<file path="src/hdl/csc_pkg.sv">
// Package: shared codes and control types for the cell sphere classifier.
`timescale 1ns / 1ps
`default_nettype none

package csc_pkg;

    // Configuration register indexes
    localparam int CFG_INDEX_BITS = 3;
    localparam logic [CFG_INDEX_BITS-1:0] REG_CENTER_X    = 3'd0;
    localparam logic [CFG_INDEX_BITS-1:0] REG_CENTER_Y    = 3'd1;
    localparam logic [CFG_INDEX_BITS-1:0] REG_CENTER_Z    = 3'd2;
    localparam logic [CFG_INDEX_BITS-1:0] REG_RADIUS      = 3'd3;
    localparam logic [CFG_INDEX_BITS-1:0] REG_TEST_MODE   = 3'd4;
    localparam logic [CFG_INDEX_BITS-1:0] REG_AXIS_SELECT = 3'd5;

    // Test modes; the unused code behaves as ball
    localparam logic [1:0] MODE_CROSS = 2'd0;
    localparam logic [1:0] MODE_BALL  = 2'd1;
    localparam logic [1:0] MODE_CYL   = 2'd2;

    // Cylinder axes; the unused code drops no coordinate
    localparam logic [1:0] AXIS_X = 2'd0;
    localparam logic [1:0] AXIS_Y = 2'd1;
    localparam logic [1:0] AXIS_Z = 2'd2;

    typedef struct packed {
        logic [1:0] mode;
        logic [1:0] axis;
    } t_ctrl;

endpackage

`default_nettype wire

</file>
<file path="src/hdl/csc_cfg_regs.sv">
// Configuration register file with registered radius squared.
`timescale 1ns / 1ps
`default_nettype none

module csc_cfg_regs
    import csc_pkg::*;
#(
    parameter int COORD_BITS = 24
) (
    input  wire logic                         i_clk,
    input  wire logic                         i_rst_n,
    input  wire logic                         i_we,
    input  wire logic [CFG_INDEX_BITS-1:0]    i_index,
    input  wire logic [COORD_BITS-1:0]        i_data,
    output logic signed [COORD_BITS-1:0]      o_center_x,
    output logic signed [COORD_BITS-1:0]      o_center_y,
    output logic signed [COORD_BITS-1:0]      o_center_z,
    output logic [2*COORD_BITS-3:0]           o_r2,
    output t_ctrl                             o_ctrl
);
    localparam int RAD_W = COORD_BITS - 1;
    localparam int R2_W  = 2 * COORD_BITS - 2;

    logic signed [COORD_BITS-1:0] r_cx, r_cy, r_cz;
    logic [RAD_W-1:0]             r_radius;
    logic [R2_W-1:0]              r_r2;
    t_ctrl                        r_ctrl;

    always_ff @(posedge i_clk) begin
        if (!i_rst_n) begin
            r_cx        <= '0;
            r_cy        <= '0;
            r_cz        <= '0;
            r_radius    <= '0;
            r_r2        <= '0;
            r_ctrl.mode <= MODE_CROSS;
            r_ctrl.axis <= AXIS_Z;
        end else begin
            // Registered from the radius; users must let writes land only while idle, the block does not enforce it
            r_r2 <= R2_W'(r_radius) * R2_W'(r_radius);
            if (i_we) begin
                unique case (i_index)
                    REG_CENTER_X:    r_cx        <= i_data;
                    REG_CENTER_Y:    r_cy        <= i_data;
                    REG_CENTER_Z:    r_cz        <= i_data;
                    REG_RADIUS:      r_radius    <= i_data[RAD_W-1:0];
                    REG_TEST_MODE:   r_ctrl.mode <= i_data[1:0];
                    REG_AXIS_SELECT: r_ctrl.axis <= i_data[1:0];
                    default: ;
                endcase
            end
        end
    end

    assign o_center_x = r_cx;
    assign o_center_y = r_cy;
    assign o_center_z = r_cz;
    assign o_r2       = r_r2;
    assign o_ctrl     = r_ctrl;

endmodule

`default_nettype wire

</file>
<file path="config.mk">
export PLATFORM = sky130hd
export DESIGN_NAME = csc_cfg_regs
export DESIGN_NICKNAME = d
export VERILOG_FILES = /design/src/hdl/csc_pkg.sv /design/src/hdl/csc_cfg_regs.sv
export SDC_FILE = /design/constraint.sdc
export NUM_CORES = 1
export LEC_CHECK = 0
export ABC_CLOCK_PERIOD_IN_PS = 9260
export BUFFER_PORTS_ARGS = -buffer_cell sky130_fd_sc_hd__buf_4
export CORE_MARGIN = 2
export CORE_UTILIZATION = 50
export DETAILED_ROUTE_END_ITERATION = 16
export GPL_ROUTABILITY_DRIVEN = 0
export PLACE_DENSITY_LB_ADDON = 0.05
export SYNTH_ARGS = -nofsm -noshare
export SYNTH_HDL_FRONTEND = slang
export SYNTH_SLANG_ARGS = --single-unit
</file>
<file path="constraint.sdc">
create_clock -name i_clk -period 9.26 [get_ports i_clk]
set_input_delay 0 -clock i_clk [delete_from_list [all_inputs] [get_ports i_clk]]
set_output_delay 0 -clock i_clk [all_outputs]
set_load 0.05 [all_outputs]
</file>
* After elaboration in Yosys (flattened, before gate mapping)
Cells that the tools add are included.
** Word-level totals
- Register bits :: 145
- Bits of input ports :: 30
- Logic and storage cells :: 20
** Operators by class
- Multipliers :: 1
- Equal/unequal tests :: 5
- Reduce and logical (&&, ||, !) cells :: 7
** Operators with widths (count)
- 23-bit by 23-bit multiplier with 46-bit output :: 1
- 2-bit AND reduction :: 6
- 3-bit by 2-bit == test with 1-bit output, second input constant :: 2
- 3-bit == test, second input constant :: 2
- 3-bit by 1-bit == test with 1-bit output, second input constant :: 1
- 3-bit zero test :: 1

* Longest topological paths before layout
- Depth after elaboration :: 2
- Gate-level depth with buffers :: 26
- Mapped depth without buffers :: 25

* Worst setup path before layout
Ideal clock, no wire load.
- Kind :: register to register
- From :: register r_radius[9]
- To :: register r_r2[45] (netlist: o_r2[45])
- Arrival :: 6557 ps
- Required time :: 9144 ps
- Setup slack :: 2588 ps
- Stages on the path, launching flop included :: 26
- Path buffers :: 2
- Clock period less this slack :: 6672 ps
- Path through :: dfxtp_1 clkbuf_1 clkbuf_1 nand2_1 fa_1 inv_1 fa_1 inv_1 fa_1 inv_1 fa_1 inv_1 fa_1 inv_1 fa_1 fa_1 ha_1 nand2_2 o31ai_2 nand3_2 a211o_1 a211o_1 nand2_1 o41ai_1 or3_1 and3_1
** Between the ends
- Cells in the longest elaborated chain, start to end :: 1
** RTL lines
- start, declared :: line csc_cfg_regs.sv:25 : logic [RAD_W-1:0] r_radius;
- start signal, assigned :: line csc_cfg_regs.sv:46 : REG_RADIUS: r_radius <= i_data[RAD_W-1:0];
- 23-bit by 23-bit multiplier with 46-bit output :: line csc_cfg_regs.sv:40 : r_r2 <= R2_W'(r_radius) * R2_W'(r_radius);
- end signal, assigned :: line csc_cfg_regs.sv:40
- end, declared :: line csc_cfg_regs.sv:26 : logic [R2_W-1:0] r_r2;
Every way passes these cells.
A chain may end at the register's enable or synchronous reset.

* Worst setup path in the final report
- From :: register r_radius[3]
- To :: register r_r2[38] (netlist: o_r2[38])
Same word-level chain as after synthesis.

==> flow_summary.json <==
{
  "power_leakage_uw": 0.0118,
  "grt_pass1_vias": 15686,
  "cts_sinks": 144,
  "core_mm2": 0.0396,
  "layout_commonest_cell": "inv_1",
  "hp-class": "input pin to flop",
  "synth_top_area_cell": "fa_1",
  "start_util_pct": 50.6,
  "clockBufferDepth": 2,
  "vdd_drop_max_mv": 0.146,
  "grt_first_pass_wirelength_um": 83900,
  "netlist_area_mm2": 0.0201,
  "p_per_area_mw_per_mm2": 71.1,
  "cts_tree": "done",
  "rsz0062_at_grt": "false",
  "async_reset_ff_share_pct": 0,
  "htree_levels": 4,
  "holdBufCountCts": 26,
  "crit_type": "flop to flop",
  "crit_fanout": 16,
  "setup.worst_path.end_class": "flop",
  "ys_warn_count": 0,
  "avgSynthCellArea_um2": 9.11,
  "maxCapViolCount": 0,
  "wl_per_cell_um": 18.2,
  "die_w_um": 204,
  "hold_viol": 0,
  "syn_to_final_growth_pct": 12.5,
  "fill_cells": 3643,
  "grt_max_degree": 87,
  "ant_nets": 0,
  "required_ns": 9.59,
  "grt_util_all_layers_pct": 26.4,
  "synth.top_cells.by_area": "fa_1, dfxtp_1, ha_1",
  "arrival_ns": 7.73,
  "p_sw_share_pct": 26.2,
  "die_area_mm2": 0.0417,
  "synth_edf_count": 0,
  "root_buffer": "clkbuf_16",
  "via_per_inst": 5.10,
  "worstMarginPinSlew_ns": 1.05,
  "syn-instance-count": 2202,
  "yosysUniqueCellTypes": 62,
  "max_clock_freq_mhz": 135,
  "status": "finished clean",
  "ys.flop_type": "dfxtp_1",
  "fin_nets": 2914,
  "netSwitchingPower_uw": 421,
  "final_layout_size_suffix_gt1_share_pct": 9.87,
  "post_cts_buffers": 0,
  "p_int_uw": 1180,
  "period_minus_slack_ns": 7.40,
  "clk_pin_slew_ns": 0.07,
  "drc": 0,
  "period_share_pct": 79.9,
  "fin_skew_ns": 0.0113,
  "antenna_cells": 0,
  "post-route-util_pct": 56.9,
  "routed_wl_um": 52200,
  "p_clk_share_pct": 48.9,
  "power_frac_seq_pct": 40.3,
  "numPortBuffers": 150,
  "cts_buffers": 17,
  "final_cell_mix": "inv_1, fa_1, nand2_1",
  "globalRoute.totalOverflow": 0,
  "setup_tns_ns": 0,
  "combinationalPowerShare_pct": 10.9,
  "start_kind": "flop",
  "vias": 14604,
  "antenna_found_initial": 0,
  "placementRows": 73,
  "syn_nets": 2789,
  "place_hpwl_um": 42000,
  "ys_seq_elements": 144,
  "yosysTopAreaCellShare_pct": 38.4,
  "drtPass1Iterations": 5,
  "ioPinCount": 152,
  "slew_violations": 0,
  "drt_iter0_drc": 732,
  "yosysSeqAreaShare_pct": 14.4,
  "die_y_um": 204,
  "cts_resized": 0,
  "setup_viol": 0,
  "slew_headroom_pct": 29.6,
  "clock_latency_ns": 0.43
}
cell usage after synthesis (5+ instances only):
cell type,count
inv_1,489
fa_1,385
nand2_1,351
ha_1,172
and2_1,145
dfxtp_1,144
a21boi_0,97
clkbuf_1,88
a21oi_1,49
nor2_1,49
xor2_1,25
a21o_1,23
xnor2_1,23
o21ai_0,17
nor2b_1,14
nand3_1,12
and3_1,9
o21bai_1,9
nand2b_1,8
o21ai_1,8
mux2i_1,7
nand4_1,7
o21a_1,6
nor3_1,5
flip-flops by register name (all words and copies together), names as in the netlist:
signal	flops
o_center_x	24
o_r2	45
o_center_z	24
r_radius	23
o_center_y	24
o_ctrl	4
final timing paths:
| kind | startpoint | to | slack [ns] | cells past startpoint |
|---|---|---|---|---|
| worst min-delay path | i_we | o_ctrl[0]$_SDFFE_PN0P_ | 0.04 | 4 |
| worst max-delay path | r_radius[3]$_SDFFE_PN0P_ | o_r2[38]$_SDFF_PN0_ | 1.86 | 21 |
| worst max register to register | r_radius[3]$_SDFFE_PN0P_ | o_r2[38]$_SDFF_PN0_ | 1.86 | 21 |
| worst min register to register | o_center_x[16]$_SDFFE_PN0P_ | o_center_x[16]$_SDFFE_PN0P_ | 0.46 | 2 |
kinds of logic after synthesis:
logic type / count (synthesis) / share of synthesized area [%]
other: 1 / 0.0187
DFF: 144 / 14.4
buffers and inverters: 587 / 11.2
xor gates and xnor gates: 48 / 2.10
adders and majority gates: 557 / 49.1
muxes: 9 / 0.462
AOI/OAI and AO/OA: 243 / 8.64
and+or+nand+nor: 613 / 14.1
power groups by stage:
stage               clock network [uW]  registers, uW  logic, uW
global route                       828            647        188
finish                             784            646        174
CTS                                799            645        176
floorplan                            0            684       74.7
detailed placement                   0            659        166
global placement                     0            659        165
stage by stage:
stage | std cells | total power [uW] | hold WS, ns | area [um^2] | worst slack [ns]
after floorplan | 2202 | 758 | 0.125 | 20100 | 2.59
after global placement | 2807 | 824 | 0.288 | 21600 | 2.07
after detailed placement | 2807 | 826 | 0.295 | 21600 | 1.93
after CTS | 2865 | 1620 | 0.00700 | 22600 | 1.91
after global routing | 2865 | 1660 | 0.0436 | 22600 | 1.58
final | 2865 | 1600 | 0.0384 | 22600 | 1.86
worst max-delay path: stages, from the launching register on:
cell,delay [ns]
dfxtp_1,0.92
nand2_1,0.26
fa_1,0.57
inv_1,0.06
fa_1,0.51
inv_1,0.06
fa_1,0.54
inv_1,0.06
fa_1,0.48
fa_1,0.56
fa_1,0.43
fa_1,0.48
ha_1,0.41
a21o_1,0.20
o21bai_1,0.18
nor2b_1,0.16
o211ai_1,0.32
o211ai_1,0.23
a21oi_1,0.40
o21bai_1,0.15
xor2_1,0.15
and2_1,0.16
routing by layer:
metal | vias up | global-route usage [%] | share of wire, %
li1 | 6840 | - | -
met1 | 7271 | 33.5 | 41
met5 | - | 0 | 0
met2 | 404 | 46.6 | 51
met3 | 89 | 3.86 | 5.3
met4 | 0 | 7.76 | 2.9
area by class of cell:
type	instances	area, um^2	share of cell area, %
Clock buffer	18	439	1.95
Clock inverter	14	225	0.998
Inverter	490	1840	8.15
Multi-Input combinational cell	1471	14900	66.2
Sequential cell	144	2880	12.8
Tap cell	525	657	2.91
Timing Repair Buffer	203	1590	7.04
(Power assumes the default switching activity.)
