[src/hdl/csc_pkg.sv]
// Package: shared codes and control types for the cell sphere classifier.
`timescale 1ns / 1ps
`default_nettype none

package csc_pkg;

    // Configuration register indexes
    localparam int CFG_INDEX_BITS = 3;
    localparam logic [CFG_INDEX_BITS-1:0] REG_CENTER_X    = 3'd0;
    localparam logic [CFG_INDEX_BITS-1:0] REG_CENTER_Y    = 3'd1;
    localparam logic [CFG_INDEX_BITS-1:0] REG_CENTER_Z    = 3'd2;
    localparam logic [CFG_INDEX_BITS-1:0] REG_RADIUS      = 3'd3;
    localparam logic [CFG_INDEX_BITS-1:0] REG_TEST_MODE   = 3'd4;
    localparam logic [CFG_INDEX_BITS-1:0] REG_AXIS_SELECT = 3'd5;

    // Test modes; the unused code behaves as ball
    localparam logic [1:0] MODE_CROSS = 2'd0;
    localparam logic [1:0] MODE_BALL  = 2'd1;
    localparam logic [1:0] MODE_CYL   = 2'd2;

    // Cylinder axes; the unused code drops no coordinate
    localparam logic [1:0] AXIS_X = 2'd0;
    localparam logic [1:0] AXIS_Y = 2'd1;
    localparam logic [1:0] AXIS_Z = 2'd2;

    typedef struct packed {
        logic [1:0] mode;
        logic [1:0] axis;
    } t_ctrl;

endpackage

`default_nettype wire

[src/hdl/csc_square.sv]
// First stage: per-axis distance magnitudes and their exact squares.
`timescale 1ns / 1ps
`default_nettype none

module csc_square
    import csc_pkg::*;
#(
    parameter int COORD_BITS      = 24,
    parameter int CELL_INDEX_BITS = 20
) (
    input  wire logic                          i_clk,
    input  wire logic                          i_rst_n,
    input  wire logic                          i_valid,
    output logic                               o_ready,
    input  wire logic [CELL_INDEX_BITS-1:0]    i_cell,
    input  wire logic signed [COORD_BITS-1:0]  i_vx,
    input  wire logic signed [COORD_BITS-1:0]  i_vy,
    input  wire logic signed [COORD_BITS-1:0]  i_vz,
    input  wire logic                          i_last,
    input  wire logic signed [COORD_BITS-1:0]  i_cx,
    input  wire logic signed [COORD_BITS-1:0]  i_cy,
    input  wire logic signed [COORD_BITS-1:0]  i_cz,
    input  wire t_ctrl                         i_ctrl,
    input  wire logic                          i_adv,
    output logic                               o_valid,
    output logic [CELL_INDEX_BITS-1:0]         o_cell,
    output logic                               o_last,
    output logic [2*COORD_BITS+1:0]            o_sq_x,
    output logic [2*COORD_BITS+1:0]            o_sq_y,
    output logic [2*COORD_BITS+1:0]            o_sq_z
);
    localparam int DW = COORD_BITS + 1;
    localparam int SW = 2 * DW;

    logic signed [DW-1:0] n_dx, n_dy, n_dz;
    logic [DW-1:0]        n_mx, n_my, n_mz;
    logic [SW-1:0]        n_sx, n_sy, n_sz;
    logic                 n_cyl;

    logic                       r_valid;
    logic [CELL_INDEX_BITS-1:0] r_cell;
    logic                       r_last;
    logic [SW-1:0]              r_sx, r_sy, r_sz;

    always_comb begin
        n_dx = DW'(i_cx) - DW'(i_vx);
        n_dy = DW'(i_cy) - DW'(i_vy);
        n_dz = DW'(i_cz) - DW'(i_vz);
        n_mx = n_dx[DW-1] ? DW'(-n_dx) : DW'(n_dx);
        n_my = n_dy[DW-1] ? DW'(-n_dy) : DW'(n_dy);
        n_mz = n_dz[DW-1] ? DW'(-n_dz) : DW'(n_dz);
        n_cyl = (i_ctrl.mode == MODE_CYL);
        // Drop the axis coordinate in cylinder mode
        n_sx = (n_cyl && i_ctrl.axis == AXIS_X) ? '0 : SW'(n_mx) * SW'(n_mx);
        n_sy = (n_cyl && i_ctrl.axis == AXIS_Y) ? '0 : SW'(n_my) * SW'(n_my);
        n_sz = (n_cyl && i_ctrl.axis == AXIS_Z) ? '0 : SW'(n_mz) * SW'(n_mz);
    end

    assign o_ready = !r_valid || i_adv;

    always_ff @(posedge i_clk) begin
        if (!i_rst_n) begin
            r_valid <= 1'b0;
        end else if (o_ready) begin
            r_valid <= i_valid;
        end
    end

    always_ff @(posedge i_clk) begin
        if (o_ready && i_valid) begin
            r_cell <= i_cell;
            r_last <= i_last;
            r_sx   <= n_sx;
            r_sy   <= n_sy;
            r_sz   <= n_sz;
        end
    end

    assign o_valid = r_valid;
    assign o_cell  = r_cell;
    assign o_last  = r_last;
    assign o_sq_x  = r_sx;
    assign o_sq_y  = r_sy;
    assign o_sq_z  = r_sz;

endmodule

`default_nettype wire

[config.mk]
export PLATFORM = sky130hd
export DESIGN_NAME = csc_square
export DESIGN_NICKNAME = d
export VERILOG_FILES = /design/src/hdl/csc_pkg.sv /design/src/hdl/csc_square.sv
export SDC_FILE = /design/constraint.sdc
export NUM_CORES = 2
export LEC_CHECK = 0
export ABC_AREA = 1
export BUFFER_PORTS_ARGS = -buffer_cell sky130_fd_sc_hd__buf_4
export CORE_UTILIZATION = 45
export DETAILED_ROUTE_END_ITERATION = 16
export PLACE_DENSITY_LB_ADDON = 0.2
export SETUP_SLACK_MARGIN = 0.02
export SYNTH_ARGS = -nofsm -noshare
export SYNTH_HDL_FRONTEND = slang
export SYNTH_SLANG_ARGS = --single-unit
export TNS_END_PERCENT = 5
[constraint.sdc]
create_clock -name i_clk -period 15.99 [get_ports i_clk]
set_clock_uncertainty 0.05 [all_clocks]
set_input_delay 0 -clock i_clk [delete_from_list [all_inputs] [get_ports i_clk]]
set_output_delay 0 -clock i_clk [all_outputs]
set_load 0.03 [all_outputs]
---- Word level (Yosys, flattened, before mapping) ----
Index checks and enable logic that the tools add are counted.
word-level totals
  logic and storage cells ................. 28
  output and inout bits ................... 173
  input port bits ......................... 173
  bits in registers ....................... 172
operators by class
  equality and inequality tests ........... 3
  add/subtract/negate cells ............... 6
  reductions and logical operators ........ 7
  $mul .................................... 3
  multiplexer cells ....................... 3
operators with widths
  cell                count
  $mul 25x25->50      3
  $mux 25             3
  $neg 25->25         3
  $sub 24x24->25      3
  $eq 2x2->1 const B  2
  $logic_and 1x1->1   4
  $eq 2x1->1 const B  1
  $logic_not 2->1     1
  $logic_not 1->1     1
  $logic_or 1x1->1    1

---- Longest topological paths before layout ----
  depth in word-level cells ............... 4
  gate-level depth with buffers ........... 51
  mapped depth without buffers ............ 51

---- Worst setup path after synthesis ----
Ideal clock, no wire load.
  path kind ............................... register -> register
  start ................................... register r_valid (netlist: o_valid)
  end ..................................... register r_cell[0] (netlist: o_cell[0]) (enable)
  stages on the path, launching flop included .. 2
  buffers on the path ..................... 0
  setup time .............................. 752 ps
  data required time ...................... 15188 ps
  clock period less this slack ............ 9358 ps
  arrival time ............................ 8557 ps
  path slack .............................. 6632 ps
  cells stage by stage .................... dfxtp_1 a21oi_1
on the way
  word-level cells in the longest chain between the ends .. 3
RTL lines
  element                 RTL line          RTL
  start, declared         csc_square.sv:40  logic r_valid;
  start signal, assigned  csc_square.sv:65  r_valid <= i_valid;
  $logic_not 1->1         csc_square.sv:59  assign o_ready = !r_valid || i_adv;
  $logic_or 1x1->1        csc_square.sv:59
  $logic_and 1x1->1       csc_square.sv:70  if (o_ready && i_valid) begin
  end signal, assigned    csc_square.sv:71  r_cell <= i_cell;
  end, declared           csc_square.sv:41  logic [CELL_INDEX_BITS-1:0] r_cell;
Every way passes these cells.
A chain may end at the register's enable or synchronous reset.

---- Final worst setup path ----
  start ................................... input i_vy[0]
  end ..................................... register r_sy[42] (netlist: o_sq_y[42]), data pin
on the way
  word-level cells in the longest chain between the ends .. 4
RTL lines
  element               RTL line          RTL
  start, declared       csc_square.sv:17  input wire logic signed [COORD_BITS-1:0] i_vy,
  $sub 24x24->25 (*)    csc_square.sv:47  n_dy = DW'(i_cy) - DW'(i_vy);
  $neg 25->25           csc_square.sv:50  n_my = n_dy[DW-1] ? DW'(-n_dy) : DW'(n_dy);
  $mux 25 (*)           csc_square.sv:50
  $mul 25x25->50 (*)    csc_square.sv:55  n_sy = (n_cyl && i_ctrl.axis == AXIS_Y) ? '0 : SW'(n_my) * SW'(n_my);
  end signal, assigned  csc_square.sv:74  r_sy <= n_sy;
  end, declared         csc_square.sv:43  logic [SW-1:0] r_sx, r_sy, r_sz;
Every way passes the cells marked *; elsewhere a longest branch is shown, timed or not.

==> out/metrics.yaml <==
place:
  place_area_mm2: 0.0713
  hpwl_um: 167000
  gp_congestion: 0.981
  port_buffers: 342
final_layout:
  syn_to_final_growth_pct: 8.62
  fin_nets: 10700
  multi_input_area_mm2: 0.0518
  layout.filler_cells: 14300
  design_area_mm2: 0.0721
  regArea_mm2: 0.00506
  final_layout_size_suffix_gt1_share_pct: 7.90
floorplan:
  core_mm2: 0.146
  dieArea_mm2: 0.149
  rows: 140
  die_h_um: 386
  initial_utilization_pct: 45.5
  ios: 346
  die_x_um: 386
synthesis:
  yosysWarnings: 0
  syn-cell-area_mm2: 0.0664
  synth-main-ff-cell: "edfxtp_1"
  synth_edf_count: 168
  yosysSeqAreaShare_pct: 7.63
  async_reset_ff_share_pct: 0
  ys_ff_latch: 169
  synth_area_leaders: "fa_1 (42%), inv_1 (13%), ha_1 (12%)"
  avgSynthCellArea_um2: 8.19
  ys_types: 60
  post-synth-top-area-fraction_pct: 42.4
  synth_largest_area_cell: "fa_1"
  synth_cells: 8110
critical_path:
  crit_fanout: 29
  critPathCaptureType: "flip-flop"
  r2r_start: "o_valid"
  slowest_stage: "nand2_1"
  arrival_ps: 10230
  critPathRequiredTime_ps: 16220
  start_kind: "input port"
  worstSetupPathType: "input port to flip-flop"
  path_delay_family: "adder cells"
  crit_start: "i_vy[0]"
  cp_common_cell: "inv_1"
  crit_buf_inv: 12
  max_stage_delay_ps: 700
global_routing:
  grt.overflow.total: 0
  grt_usage_pct: 27.8
  grt_max_degree: 63
  grt_pass1_vias: 56700
  grt_pass1_wl_um: 317000
  antenna_found_initial: 5
drt:
  drt-met1-wl_um: 86900
  routed.top_layer: "met5"
  drt_first_iter_violations: 3764
  met3WireLength_um: 14000
  drt_drc_violations_left: 0
  wirelength_um: 200000
  wl_met2_um: 93100
  ant_nets: 0
  drtPass1Iterations: 6
  via_count: 53300
  wire_per_inst_um: 19.2
  viasPerCell: 5.12
cts:
  cts_tree: "built"
  numCtsBuffers: 17
  clock-sinks: 169
  h-tree-depth: 4
  ctsRootBufferMaster: "clkbuf_16"
  cts.repair.resized: 0
  path_clk_slew_ps: 90
  clock_latency_ps: 520
  cts_buffer_depth: 2
timing:
  rsz0062_at_grt: "false"
  max_freq_mhz: 99.9
  setup_viol: 0
  setup_tns_ps: 0
  report.final.slew_viol_count: 0
  slew_headroom_pct: 25.5
  layout_min_cycle_time_ps: 10010
  layout_worst_path_cycle_share_pct: 62.6
  tightest_slew_ps: 1110
  final_hold_viol_count: 0
flow_run:
  maxCapViolCount: 0
run_status:
  outcome: "finished clean"
min_path:
  hold_path.class: "input port to flip-flop"
  min_from: "i_ctrl[1]"
## path summary, 6_finish.rpt
kind                                   end  cells past startpoint  slack (ps)
worst max-delay path            o_sq_y[42]                     42        5980
worst min-delay path             o_sq_y[3]                      4          80
worst max register to register  o_sq_y[18]                      3       13440
worst min register to register     o_valid                      3        1090
## final cells by class
class / instances / share of cell area [%]
clock buffer: 17 / 0.590
clock inverter: 15 / 0.281
tap: 1917 / 3.33
sequential: 169 / 7.02
multi-input combinational: 5440 / 71.8
timing repair buffer: 413 / 4.38
inverter: 2426 / 12.6
antenna: 1 / 0.00347
## per-stage QoR
step / std cells / utilization [%] / setup slack, ps / hold slack, ps
2_1_floorplan: 8165 / - / 6630 / 48.9
3_3_place_gp: 10300 / 48.8 / 5760 / 128
3_5_place_dp: 10300 / 48.8 / 5660 / 130
4_1_cts: 10400 / 49.4 / 6210 / 54.2
5_1_grt: 10400 / 49.4 / 5500 / 64.2
6_report: 10400 / 49.4 / 5980 / 84.0
## worst reg2reg max path, cell delays in order (launching register included)
cell and delay, ps:
dfxtp_1 360, a21oi_4 160, buf_4 730, buf_4 800
## cells in the final DEF (no fill, tap or decap), drive strengths merged, types with 17 or more instances in the layout
cell type,instances
clkbuf,17
dlygate4sd3,25
xnor2,20
fa,1407
o21ai,239
a31oi,35
ha,612
nand3,218
a21o,17
conb,57
o21a,38
xor2,48
buf,388
inv,2422
o21bai,30
nor2,912
nand2,1217
a21oi,402
nor3,51
nand4,54
edfxtp,168
## per-layer routing
| layer | global-route usage (%) | up-vias |
|---|---|---|
| met1 | 38.0 | 26400 |
| met3 | 4.08 | 298 |
| met4 | 8.02 | 4 |
| li1 | - | 24700 |
| met2 | 45.7 | 1832 |
| met5 | 0 | - |
## what timing repair did
action / 4_1_cts / 5_1_grt
endpoints found under the hold margin: 25 / 0
setup buffers: 0 / 0
hold buffers: 25 / 0
## synthesized netlist by cell type, types with 30 or more instances
master	count
fa_1	1407
nor2_1	866
edfxtp_1	168
o21a_1	38
a21oi_1	399
o21ai_0	226
xor2_1	36
nand4_1	53
inv_2	74
clkbuf_1	33
a31oi_1	35
nand2_1	1139
o21bai_1	30
inv_1	2340
ha_1	612
nand2_2	68
buf_2	64
nor3_1	47
nand3_1	206
## registers in the layout, summed over array words and instances, names as in the netlist
register  cells
o_cell       20
o_last        1
o_sq_x       49
o_sq_y       49
o_sq_z       49
o_valid       1
## kinds of logic (layout without fill, tap and decap cells)
family | after synthesis | after routing | synth area share [%]
compound gates | 805 | 805 | 6.69
xor+xnor | 68 | 68 | 1.04
fa+ha+maj | 2019 | 2019 | 53.9
buf+inv | 2556 | 2871 | 14.8
flops | 169 | 169 | 7.63
other cells | 2 | 58 | 0.0113
simple gates | 2491 | 2491 | 15.9
Power is left out: the tool's default activity adds up to more than one toggle a clock period on the data nets, which glitch-free logic cannot reach.
