## config.mk

```make
export PLATFORM = sky130hd
export DESIGN_NAME = csc_classify
export DESIGN_NICKNAME = d
export VERILOG_FILES = /design/src/hdl/csc_pkg.sv /design/src/hdl/csc_classify.sv
export SDC_FILE = /design/constraint.sdc
export NUM_CORES = 1
export LEC_CHECK = 0
export ABC_AREA = 1
export BUFFER_PORTS_ARGS = -buffer_cell sky130_fd_sc_hd__buf_2
export CORE_AREA = 2 2 120 122
export DETAILED_ROUTE_END_ITERATION = 8
export DIE_AREA = 0 0 122 124
export GPL_TIMING_DRIVEN = 0
export PLACE_DENSITY_LB_ADDON = 0.12
export RECOVER_POWER = 50
export SYNTH_ARGS = -nofsm -noshare
export SYNTH_HDL_FRONTEND = slang
export SYNTH_SLANG_ARGS = --single-unit
```

## constraint.sdc

```tcl
create_clock -name i_clk -period 5.6 [get_ports i_clk]
set_input_delay 0.56 -clock i_clk [delete_from_list [all_inputs] [get_ports i_clk]]
set_output_delay 0.56 -clock i_clk [all_outputs]
set_load 0.005 [all_outputs]
```

## src/hdl/csc_pkg.sv

```systemverilog
// Package: shared codes and control types for the cell sphere classifier.
`timescale 1ns / 1ps
`default_nettype none

package csc_pkg;

    // Configuration register indexes
    localparam int CFG_INDEX_BITS = 3;
    localparam logic [CFG_INDEX_BITS-1:0] REG_CENTER_X    = 3'd0;
    localparam logic [CFG_INDEX_BITS-1:0] REG_CENTER_Y    = 3'd1;
    localparam logic [CFG_INDEX_BITS-1:0] REG_CENTER_Z    = 3'd2;
    localparam logic [CFG_INDEX_BITS-1:0] REG_RADIUS      = 3'd3;
    localparam logic [CFG_INDEX_BITS-1:0] REG_TEST_MODE   = 3'd4;
    localparam logic [CFG_INDEX_BITS-1:0] REG_AXIS_SELECT = 3'd5;

    // Test modes; the unused code behaves as ball
    localparam logic [1:0] MODE_CROSS = 2'd0;
    localparam logic [1:0] MODE_BALL  = 2'd1;
    localparam logic [1:0] MODE_CYL   = 2'd2;

    // Cylinder axes; the unused code drops no coordinate
    localparam logic [1:0] AXIS_X = 2'd0;
    localparam logic [1:0] AXIS_Y = 2'd1;
    localparam logic [1:0] AXIS_Z = 2'd2;

    typedef struct packed {
        logic [1:0] mode;
        logic [1:0] axis;
    } t_ctrl;

endpackage

`default_nettype wire

```

## src/hdl/csc_classify.sv

```systemverilog
// Second stage: sum and compare, cell flags and the output register.
`timescale 1ns / 1ps
`default_nettype none

module csc_classify
    import csc_pkg::*;
#(
    parameter int COORD_BITS      = 24,
    parameter int CELL_INDEX_BITS = 20
) (
    input  wire logic                         i_clk,
    input  wire logic                         i_rst_n,
    input  wire logic                         i_valid,
    output logic                              o_adv,
    input  wire logic [CELL_INDEX_BITS-1:0]   i_cell,
    input  wire logic                         i_last,
    input  wire logic [2*COORD_BITS+1:0]      i_sq_x,
    input  wire logic [2*COORD_BITS+1:0]      i_sq_y,
    input  wire logic [2*COORD_BITS+1:0]      i_sq_z,
    input  wire logic [2*COORD_BITS-3:0]      i_r2,
    input  wire t_ctrl                        i_ctrl,
    output logic                              o_valid,
    input  wire logic                         i_ready,
    output logic [CELL_INDEX_BITS-1:0]        o_cell,
    output logic                              o_selected
);
    localparam int SUM_W = 2 * COORD_BITS + 4;

    logic [SUM_W-1:0] n_sum;
    logic             n_inside;
    logic             n_seen_in, n_seen_out, n_sel;
    logic             n_take;

    logic                       r_seen_in, r_seen_out;
    logic                       r_o_valid;
    logic [CELL_INDEX_BITS-1:0] r_o_cell;
    logic                       r_o_sel;

    always_comb begin
        n_sum      = SUM_W'(i_sq_x) + SUM_W'(i_sq_y) + SUM_W'(i_sq_z);
        n_inside   = n_sum < SUM_W'(i_r2);
        n_seen_in  = r_seen_in || n_inside;
        n_seen_out = r_seen_out || !n_inside;
        n_sel      = (i_ctrl.mode == MODE_CROSS) ? (n_seen_in && n_seen_out) : n_seen_in;
        n_take     = !r_o_valid || i_ready;
    end

    // Unmarked vertices never wait on the output side
    assign o_adv = i_valid && (!i_last || n_take);

    always_ff @(posedge i_clk) begin
        if (!i_rst_n) begin
            r_seen_in  <= 1'b0;
            r_seen_out <= 1'b0;
            r_o_valid  <= 1'b0;
        end else begin
            if (o_adv) begin
                // Clear after the marked vertex
                r_seen_in  <= n_seen_in && !i_last;
                r_seen_out <= n_seen_out && !i_last;
            end
            if (n_take) begin
                r_o_valid <= o_adv && i_last;
            end
        end
    end

    always_ff @(posedge i_clk) begin
        if (n_take && o_adv && i_last) begin
            r_o_cell <= i_cell;
            r_o_sel  <= n_sel;
        end
    end

    assign o_valid    = r_o_valid;
    assign o_cell     = r_o_cell;
    assign o_selected = r_o_sel;

endmodule

`default_nettype wire

```

# Word-level counts from Yosys, hierarchy flattened
# Cells that the tools add are included.
[word_totals]
regBits = 24
input_bits = 225
output_inout_bits = 23
wordCells = 24
[op_classes]
add_sub_neg = 2
magnitude_cmp = 1
muxes = 1
reduce_logical = 15
[op_table]
columns = ["cell", "n"]
rows = [
  ["adder 51 x 50 -> 52 bit", 1],
  ["< comparator 52 x 46 -> 1 bit", 1],
  ["adder 50 x 50 -> 51 bit", 1],
  ["logical AND 1 bit", 7],
  ["logical OR 1 bit", 4],
  ["logical NOT 1 bit", 3],
  ["logical NOT 2 bit", 1],
  ["two-way mux 1 bit", 1],
]

# Longest topological paths before layout
# Gate-level depths: netlist (run 1).
[depth]
word_depth = 7
ltp_mapped = 28
mapped_depth_nobuf = 28

# Worst setup path after synthesis (run 1)
# OpenSTA, ideal clock, no wires.
[synth_path]
kind = "input to register"
startpoint = "input i_sq_x[1]"
endpoint = "register r_o_sel, in the netlist o_selected (data pin)"
setup_time_ns = 0.252
arrival_ns = 3.875
required_ns = 5.348
setup_slack_ns = 1.473
path_stages = 24
n_path_buf = 0
cell_sequence = "fa_1 ha_1 fa_1 nand2_1 nand3_1 nand2_1 nand2_1 a21boi_1 o21bai_2 a21boi_1 xnor2_1 ha_1 nand2_1 nor4_1 and3_1 nand2_1 nand2_1 nand2_1 nand2_1 nand2_1 nand3_1 nand2_1 inv_1 nor2_1"
[synth_between]
elab_chain_len = 7
elab_cells_between_ends = 8
classes_between = "2 x add/sub; 1 x order compare; 1 x mux; 4 x reduce/logical"
[synth_lines]
columns = ["item", "line_no", "rtl"]
rows = [
  ["start, declared", "csc_classify.sv:17", "input wire logic [2*COORD_BITS+1:0] i_sq_x,"],
  ["adder 50 x 50 -> 51 bit *", "csc_classify.sv:40", "n_sum = SUM_W'(i_sq_x) + SUM_W'(i_sq_y) + SUM_W'(i_sq_z);"],
  ["adder 51 x 50 -> 52 bit *", "csc_classify.sv:40", ""],
  ["< comparator 52 x 46 -> 1 bit *", "csc_classify.sv:41", "n_inside = n_sum < SUM_W'(i_r2);"],
  ["logical NOT 1 bit", "csc_classify.sv:43", "n_seen_out = r_seen_out || !n_inside;"],
  ["logical OR 1 bit", "csc_classify.sv:43", ""],
  ["logical AND 1 bit", "csc_classify.sv:44", "n_sel = (i_ctrl.mode == MODE_CROSS) ? (n_seen_in && n_seen_out) : n_seen_in;"],
  ["two-way mux 1 bit *", "csc_classify.sv:44", ""],
  ["via n_sel", "csc_classify.sv:31", "logic n_seen_in, n_seen_out, n_sel;"],
  ["end signal, assigned", "csc_classify.sv:71", "r_o_sel <= n_sel;"],
  ["end, declared", "csc_classify.sv:37", "logic r_o_sel;"],
]
# Mark *: on every way through the listed nets, which the timed path passes. The rest lies on a longest branch.
# A chain may end at the register's enable or synchronous reset.

# Worst setup path after layout (run 1)
# Ends and elaborated chain as after synthesis.

==> qor.txt, run 1 <==
Vert. Die Dim: 124 µm
Logic pwr share: 0.803
Net switching power: 0.962 mW
Worst setup SP type: primary input
Worst Path Required: 5610 ps
Antenna violations before repair: 0
DR DRC count: 0
Final worst slack: 540 ps
Die X: 122 µm
First-pass GRT wire length: 29200 µm
RSZ-0062 raised after global routing: no
Area Overhead vs Synth: 22.3%
Setup TNS: 0 ps
Ys Warns: 0
Total Nets Final: 1641
Cts repair resizes: 0
H-tree levels: 1
Clk slew on worst S/H paths: 60 ps
CTS buffer count: 3
Pin count of the biggest net entering global routing: 23
Max-cap viol count: 0
Fin. max-slew vios: 0
TritonCTS clock tree: built
Maximum fanout along the worst path: 4
Asr flop ratio synth: 0
Hold crit path type: primary input to flip-flop
Clock Power Share: 0.087
# hold bufs at CTS: 0
Highest clock rate: 0.198 GHz
Sw frac: 0.514
Gpl congestion: 0.888
Vias in the first global route: 6550
WS Path Type: primary input to flip-flop
# diodes: 0
Final ANT Viol Nets: 0
Core area: 0.0137 mm²
Via count: 6836
Average size of a mapped cell: 6.70 µm²
Clock tree skew after final layout: 1.37 ps
P_int: 0.908 mW
Top post-synthesis cells by area: nand2_1, ha_1, fa_1
Pre-CTS setup slack: 285 ps
Share of cells above drive strength 1: 0.265
PD cells: 223 mW/mm²
Lkg Pwr: 4.79 nW
Synth top area share: 0.173
Post-synth top flop: edfxtp_1
IO Port Bufs: 245
Clk sinks: 24
Setup repair bufs after CTS: 0
DR WL/cell: 12.3 µm
Fin. Hold Viols: 0
Die ar.: 0.0151 mm²
Syn Std Cell Area: 0.00684 mm²
Rel. slew slack: 0.478
First DRT Iteration DRCs: 321
FF+latch count, synth: 24
HPWL after DPL: 16400 µm
Clk buf depth: 2
WP data arrival: 5070 ps
IO Pins: 248
Cell Rows: 43
Clock latency on the worst-skew pair: 250 ps
Worst vdd ir: 0.000112 V
CP Capture Type: flip-flop
CTS root buf: clkbuf_16
Initial core utilization: 0.499
Tmin final: 5060 ps
GRT Residual Overflow: 0
Synth area leader: nand2_1
Seq pwr share: 0.110
Post-synth EDFFs: 21
Worst-Margin Slew: 782 ps
Mapped Nets: 1391
Number of distinct library cells after synthesis: 38
Drt first pass iters: 5
Syn Inst Count: 1021
Final setup violating endpoints: 0
Register area share after synthesis: 0.101
Final worst-path cycle share: 0.904
Post-Route WL: 17800 µm
Post-DR vias/cell: 4.71
Status: finished clean
Overall Global Routing Usage: 0.238
## cell families (layout without fill, tap and decap cells)
logic type / count (synthesis) / after routing / share of synthesized area
buf+inv: 218 / 467 / 0.120
compound gates: 102 / 102 / 0.0854
xor+xnor: 43 / 43 / 0.0550
simple gates: 489 / 489 / 0.318
flops: 24 / 24 / 0.101
fa+ha+maj: 145 / 145 / 0.321
## worst paths after layout
check,startpoint,to,slack (ps),depth (start not counted)
worst max-delay path,i_sq_x[1],o_selected$_DFFE_PP_,540,25
worst min register to register,r_seen_in$_SDFFE_PN0P_,r_seen_in$_SDFFE_PN0P_,560,4
worst max register to register,o_valid$_SDFFE_PN0P_,o_valid$_SDFFE_PN0P_,3830,9
worst min-delay path,i_cell[15],o_cell[15]$_DFFE_PP_,480,1
## per-stage QoR
| step | hold WS [ps] | util | instances | instance area, µm² | total power, mW |
|---|---|---|---|---|---|
| 2_1_floorplan | 504 | - | 1021 | 6840 | 1.31 |
| 3_3_place_gp | 528 | 0.605 | 1446 | 8300 | 1.69 |
| 3_5_place_dp | 546 | 0.605 | 1446 | 8300 | 1.71 |
| 4_1_cts | 480 | 0.611 | 1450 | 8380 | 1.89 |
| 5_1_grt | 477 | 0.610 | 1450 | 8370 | 2.12 |
| 6_report | 484 | 0.610 | 1450 | 8370 | 1.87 |
## sequential cells by signal, summed over array words and instances (netlist names)
name,count
o_cell,20
o_selected,1
o_valid,1
r_seen_in,1
r_seen_out,1
## layout make-up
type                       instances  area [µm²]
tap                              180         225
inverter                         218         818
timing repair buffer             245        1210
multi-input combinational        779        5340
fill                            1392        5350
sequential                        24         691
clock buffer                       4        88.8
## cell usage after synthesis, types with 4 or more instances
cell	number
o21bai_1	4
a21oi_1	63
inv_1	197
nand3_1	21
nand4_1	9
nor2_1	62
xnor2_1	20
nand2_1	316
nand2_2	33
fa_1	51
a31oi_1	7
nor2_2	17
edfxtp_1	21
xor2_1	23
inv_2	21
ha_1	94
o21ai_0	10
nor2_4	13
nor3_2	4
## power groups by stage
stage | combinational (mW) | sequential, mW | clock (mW)
floorplan | 1.10 | 0.211 | 0
global placement | 1.48 | 0.209 | 0
detailed placement | 1.50 | 0.210 | 0
CTS | 1.51 | 0.206 | 0.167
global route | 1.74 | 0.207 | 0.175
finish | 1.50 | 0.206 | 0.162
## metal layers
metal / track usage / up-vias / share of wire
li1: - / 3651 / -
met1: 0.316 / 2985 / 0.45
met2: 0.427 / 179 / 0.47
met3: 0.0147 / 21 / 0.054
met4: 0.0524 / 0 / 0.017
met5: 0 / - / 0
## cell usage in the layout (no fill, tap or decap), types with 4 or more instances in the layout
| master | n |
|---|---|
| o21bai_1 | 4 |
| a31oi_1 | 7 |
| o21ai_0 | 10 |
| inv_2 | 21 |
| edfxtp_1 | 21 |
| ha_1 | 94 |
| inv_1 | 197 |
| nor2_4 | 13 |
| nor2_1 | 62 |
| fa_1 | 51 |
| nand3_1 | 21 |
| clkbuf_1 | 12 |
| nor2_2 | 17 |
| nand2_2 | 33 |
| xor2_1 | 23 |
| nand2_1 | 316 |
| nand4_1 | 9 |
| xnor2_1 | 20 |
| buf_2 | 233 |
| a21oi_1 | 63 |
| nor3_2 | 4 |
## critical path, stage by stage
cell and delay [ps]:
buf_2 110, fa_1 480, ha_1 280, fa_1 440
nand2_1 100, nand3_1 160, nand2_1 100, nand2_1 120
a21boi_1 300, o21bai_2 130, a21boi_1 350, xnor2_1 120
ha_1 310, nand2_1 100, nor4_1 480, and3_1 230
nand2_1 50, nand2_1 160, nand2_1 90, nand2_1 100
nand2_1 70, nand3_1 80, nand2_1 50, inv_1 70
nor2_1 50
Power figures use the tool's default switching activity.
==> run 2, diff against run 1 <==
ABC_AREA = not set   (was 1)
CORE_AREA = 3 3 113 115   (was 2 2 120 122)
DIE_AREA = 0 0 116 118   (was 0 0 122 124)
==> qor.txt, run 2 <==
Share of cells above drive strength 1: 0.322
TritonCTS clock tree: built
Final setup violating endpoints: 0
Top cells by count, synth: ha_1, a21oi_1, inv_1
Layout Cells excl Fill: 1101
Total Nets Final: 1325
Worst Path Required: 5610 ps
Vert. Die Dim: 118 µm
Syn Std Cell Area: 0.00593 mm²
Tmin final: 5380 ps
Min Hold Slack: 476 ps
Status: finished clean
WP data arrival: 5380 ps
PD cells: 242 mW/mm²
Clk sinks: 24
# diodes: 0
Final ANT Viol Nets: 0
Number of distinct library cells after synthesis: 59
Worst vdd ir: 0.000111 V
Post-DR vias/cell: 5.59
Asr flop ratio synth: 0
WS Path Type: primary input to flip-flop
Worst-Margin Slew: 807 ps
CTS root buf: clkbuf_16
Fin. Hold Viols: 0
Ys Warns: 0
Antenna violations before repair: 0
Average size of a mapped cell: 8.55 µm²
Highest clock rate: 0.186 GHz
Clock tree skew after final layout: 1.33 ps
Final worst slack: 224 ps
CP Capture Type: flip-flop
Post-synth EDFFs: 21
Clk buf depth: 2
Worst path cell trace: buf_6 > fa_1 > ha_4 > fa_2 > a211oi_2 > o21ai_2 > a31oi_2 > o2111ai_2 > a21oi_2 > o2bb2ai_4 > o21ai_2 > nor2b_4 > nor2b_1 > xnor2_1 > ha_1 > nand4_1 > nor2_1 > a221o_1 > a21oi_2 > o211ai_1 > a21oi_1 > nand4_2 > nor4_4 > mux2_4
RSZ-0062 raised after global routing: yes
Register area share after synthesis: 0.116
HPWL after DPL: 14200 µm
Post-synth top flop: edfxtp_1
Area Overhead vs Synth: 29.5%
Synth top area share: 0.198
First-pass GRT wire length: 27100 µm
Top post-synthesis cells by area: ha_1, fa_1, edfxtp_1
Vias in the first global route: 6190
DR DRC count: 0
Cell Rows: 40
GRT Residual Overflow: 0
Final worst-path cycle share: 0.960
Post-Route WL: 16400 µm
Slowest stage delay, CP: 510 ps
Hold crit path type: flip-flop to flip-flop
Most frequent cell after synthesis: ha_1
Max reg flops: 20
CTS buffer count: 3
Synth area leader: ha_1
Maximum fanout along the worst path: 3
Pre-CTS setup slack: -631 ps
Commonest cells after routing, fill and taps aside: buf_2, ha_1, a21oi_1
Crit path max-delay cell type: fa_1
Cell Area, Placed: 0.00734 mm²
Pin count of the biggest net entering global routing: 22
Clk slew on worst S/H paths: 60 ps
DR WL/cell: 14.9 µm
Rel. slew slack: 0.462
FF+latch count, synth: 24
Die ar.: 0.0137 mm²
Cells after DPL: 1086
H-tree levels: 1
Initial core utilization: 0.498
First DRT Iteration DRCs: 331
IO Port Bufs: 245
Lkg Pwr: 3.74 nW
Syn Inst Count: 694
Mapped Nets: 1064
Drt first pass iters: 5
Via count: 6158
Most common cell after layout, fill and taps aside: buf_2
IO Pins: 248
Clock latency on the worst-skew pair: 250 ps
Design area: 0.00768 mm²
Gpl congestion: 0.885
Worst setup SP type: primary input
Core area: 0.0119 mm²
Max-cap viol count: 0
Overall Global Routing Usage: 0.232
Fin. max-slew vios: 0
Die X: 116 µm
[run 2: worst max-delay path: cells and delay by family]
kind                     cells  cell delay, ps
XOR/XNOR                     1             170
adder cells (fa/ha/maj)      4            1380
buffers and inverters        1              90
AO/OA/AOI/OAI               11            2000
multiplexers                 1             330
AND/OR/NAND/NOR              6             840
[run 2: timing repair]
| item | CTS | global route |
|---|---|---|
| setup endpoints to repair | 3 | 3 |
| setup buffers | 4 | 9 |
| resized for setup | 17 | 24 |
| hold buffers | 0 | 0 |
| pin swaps | 10 | 29 |
[run 2: power by group]
group	total (mW)	leakage [nW]	internal, mW	switching, mW
sequential	0.206	0.222	0.204	0.00196
clock	0.153	0.0382	0.0970	0.0555
combinational	1.50	3.48	0.659	0.840
[run 2: area by class of cell]
class,count,area (µm²)
timing repair buffer,258,1320
buffer,20,90.1
sequential,24,691
multi-input combinational,588,5090
inverter,60,225
tap,147,184
clock buffer,4,78.8
fill,1126,4230
[run 2: cell families (layout without fill, tap and decap cells)]
logic type / count (synthesis) / count (layout) / share of synthesized area
flip-flops: 24 / 24 / 0.116
buffers and inverters: 82 / 342 / 0.0544
adder cells (fa/ha/maj): 145 / 145 / 0.370
XOR/XNOR: 46 / 46 / 0.0692
AO/OA/AOI/OAI: 215 / 215 / 0.231
AND/OR/NAND/NOR: 180 / 180 / 0.155
multiplexers: 2 / 2 / 0.00380
[run 2: path summary, 6_finish.rpt]
check	from	endpoint	slack [ps]	depth (start not counted)
hold / removal	r_seen_out$_SDFFE_PN0P_	r_seen_out$_SDFFE_PN0P_	480	2
setup reg to reg	o_valid$_SDFFE_PN0P_	o_cell[14]$_DFFE_PP_	4000	4
hold reg to reg	r_seen_out$_SDFFE_PN0P_	r_seen_out$_SDFFE_PN0P_	480	2
setup / recovery	i_sq_z[1]	o_selected$_DFFE_PP_	220	24
[run 2: metrics by stage]
stage	TNS [ps]	util	total power [mW]
2_1_floorplan	0	-	1.22
3_3_place_gp	-1030	0.616	1.57
3_5_place_dp	-1160	0.616	1.59
4_1_cts	0	0.632	1.78
5_1_grt	-62.4	0.645	2.06
6_report	0	0.645	1.86
[run 2: per-layer routing]
metal  up-vias  routed length [µm]  global-route usage
met1      2848                7080               0.319
li1       3060                   -                   -
met3        17                1100              0.0175
met4         0                 138              0.0261
met2       233                8090               0.409
met5         -                   0                   0
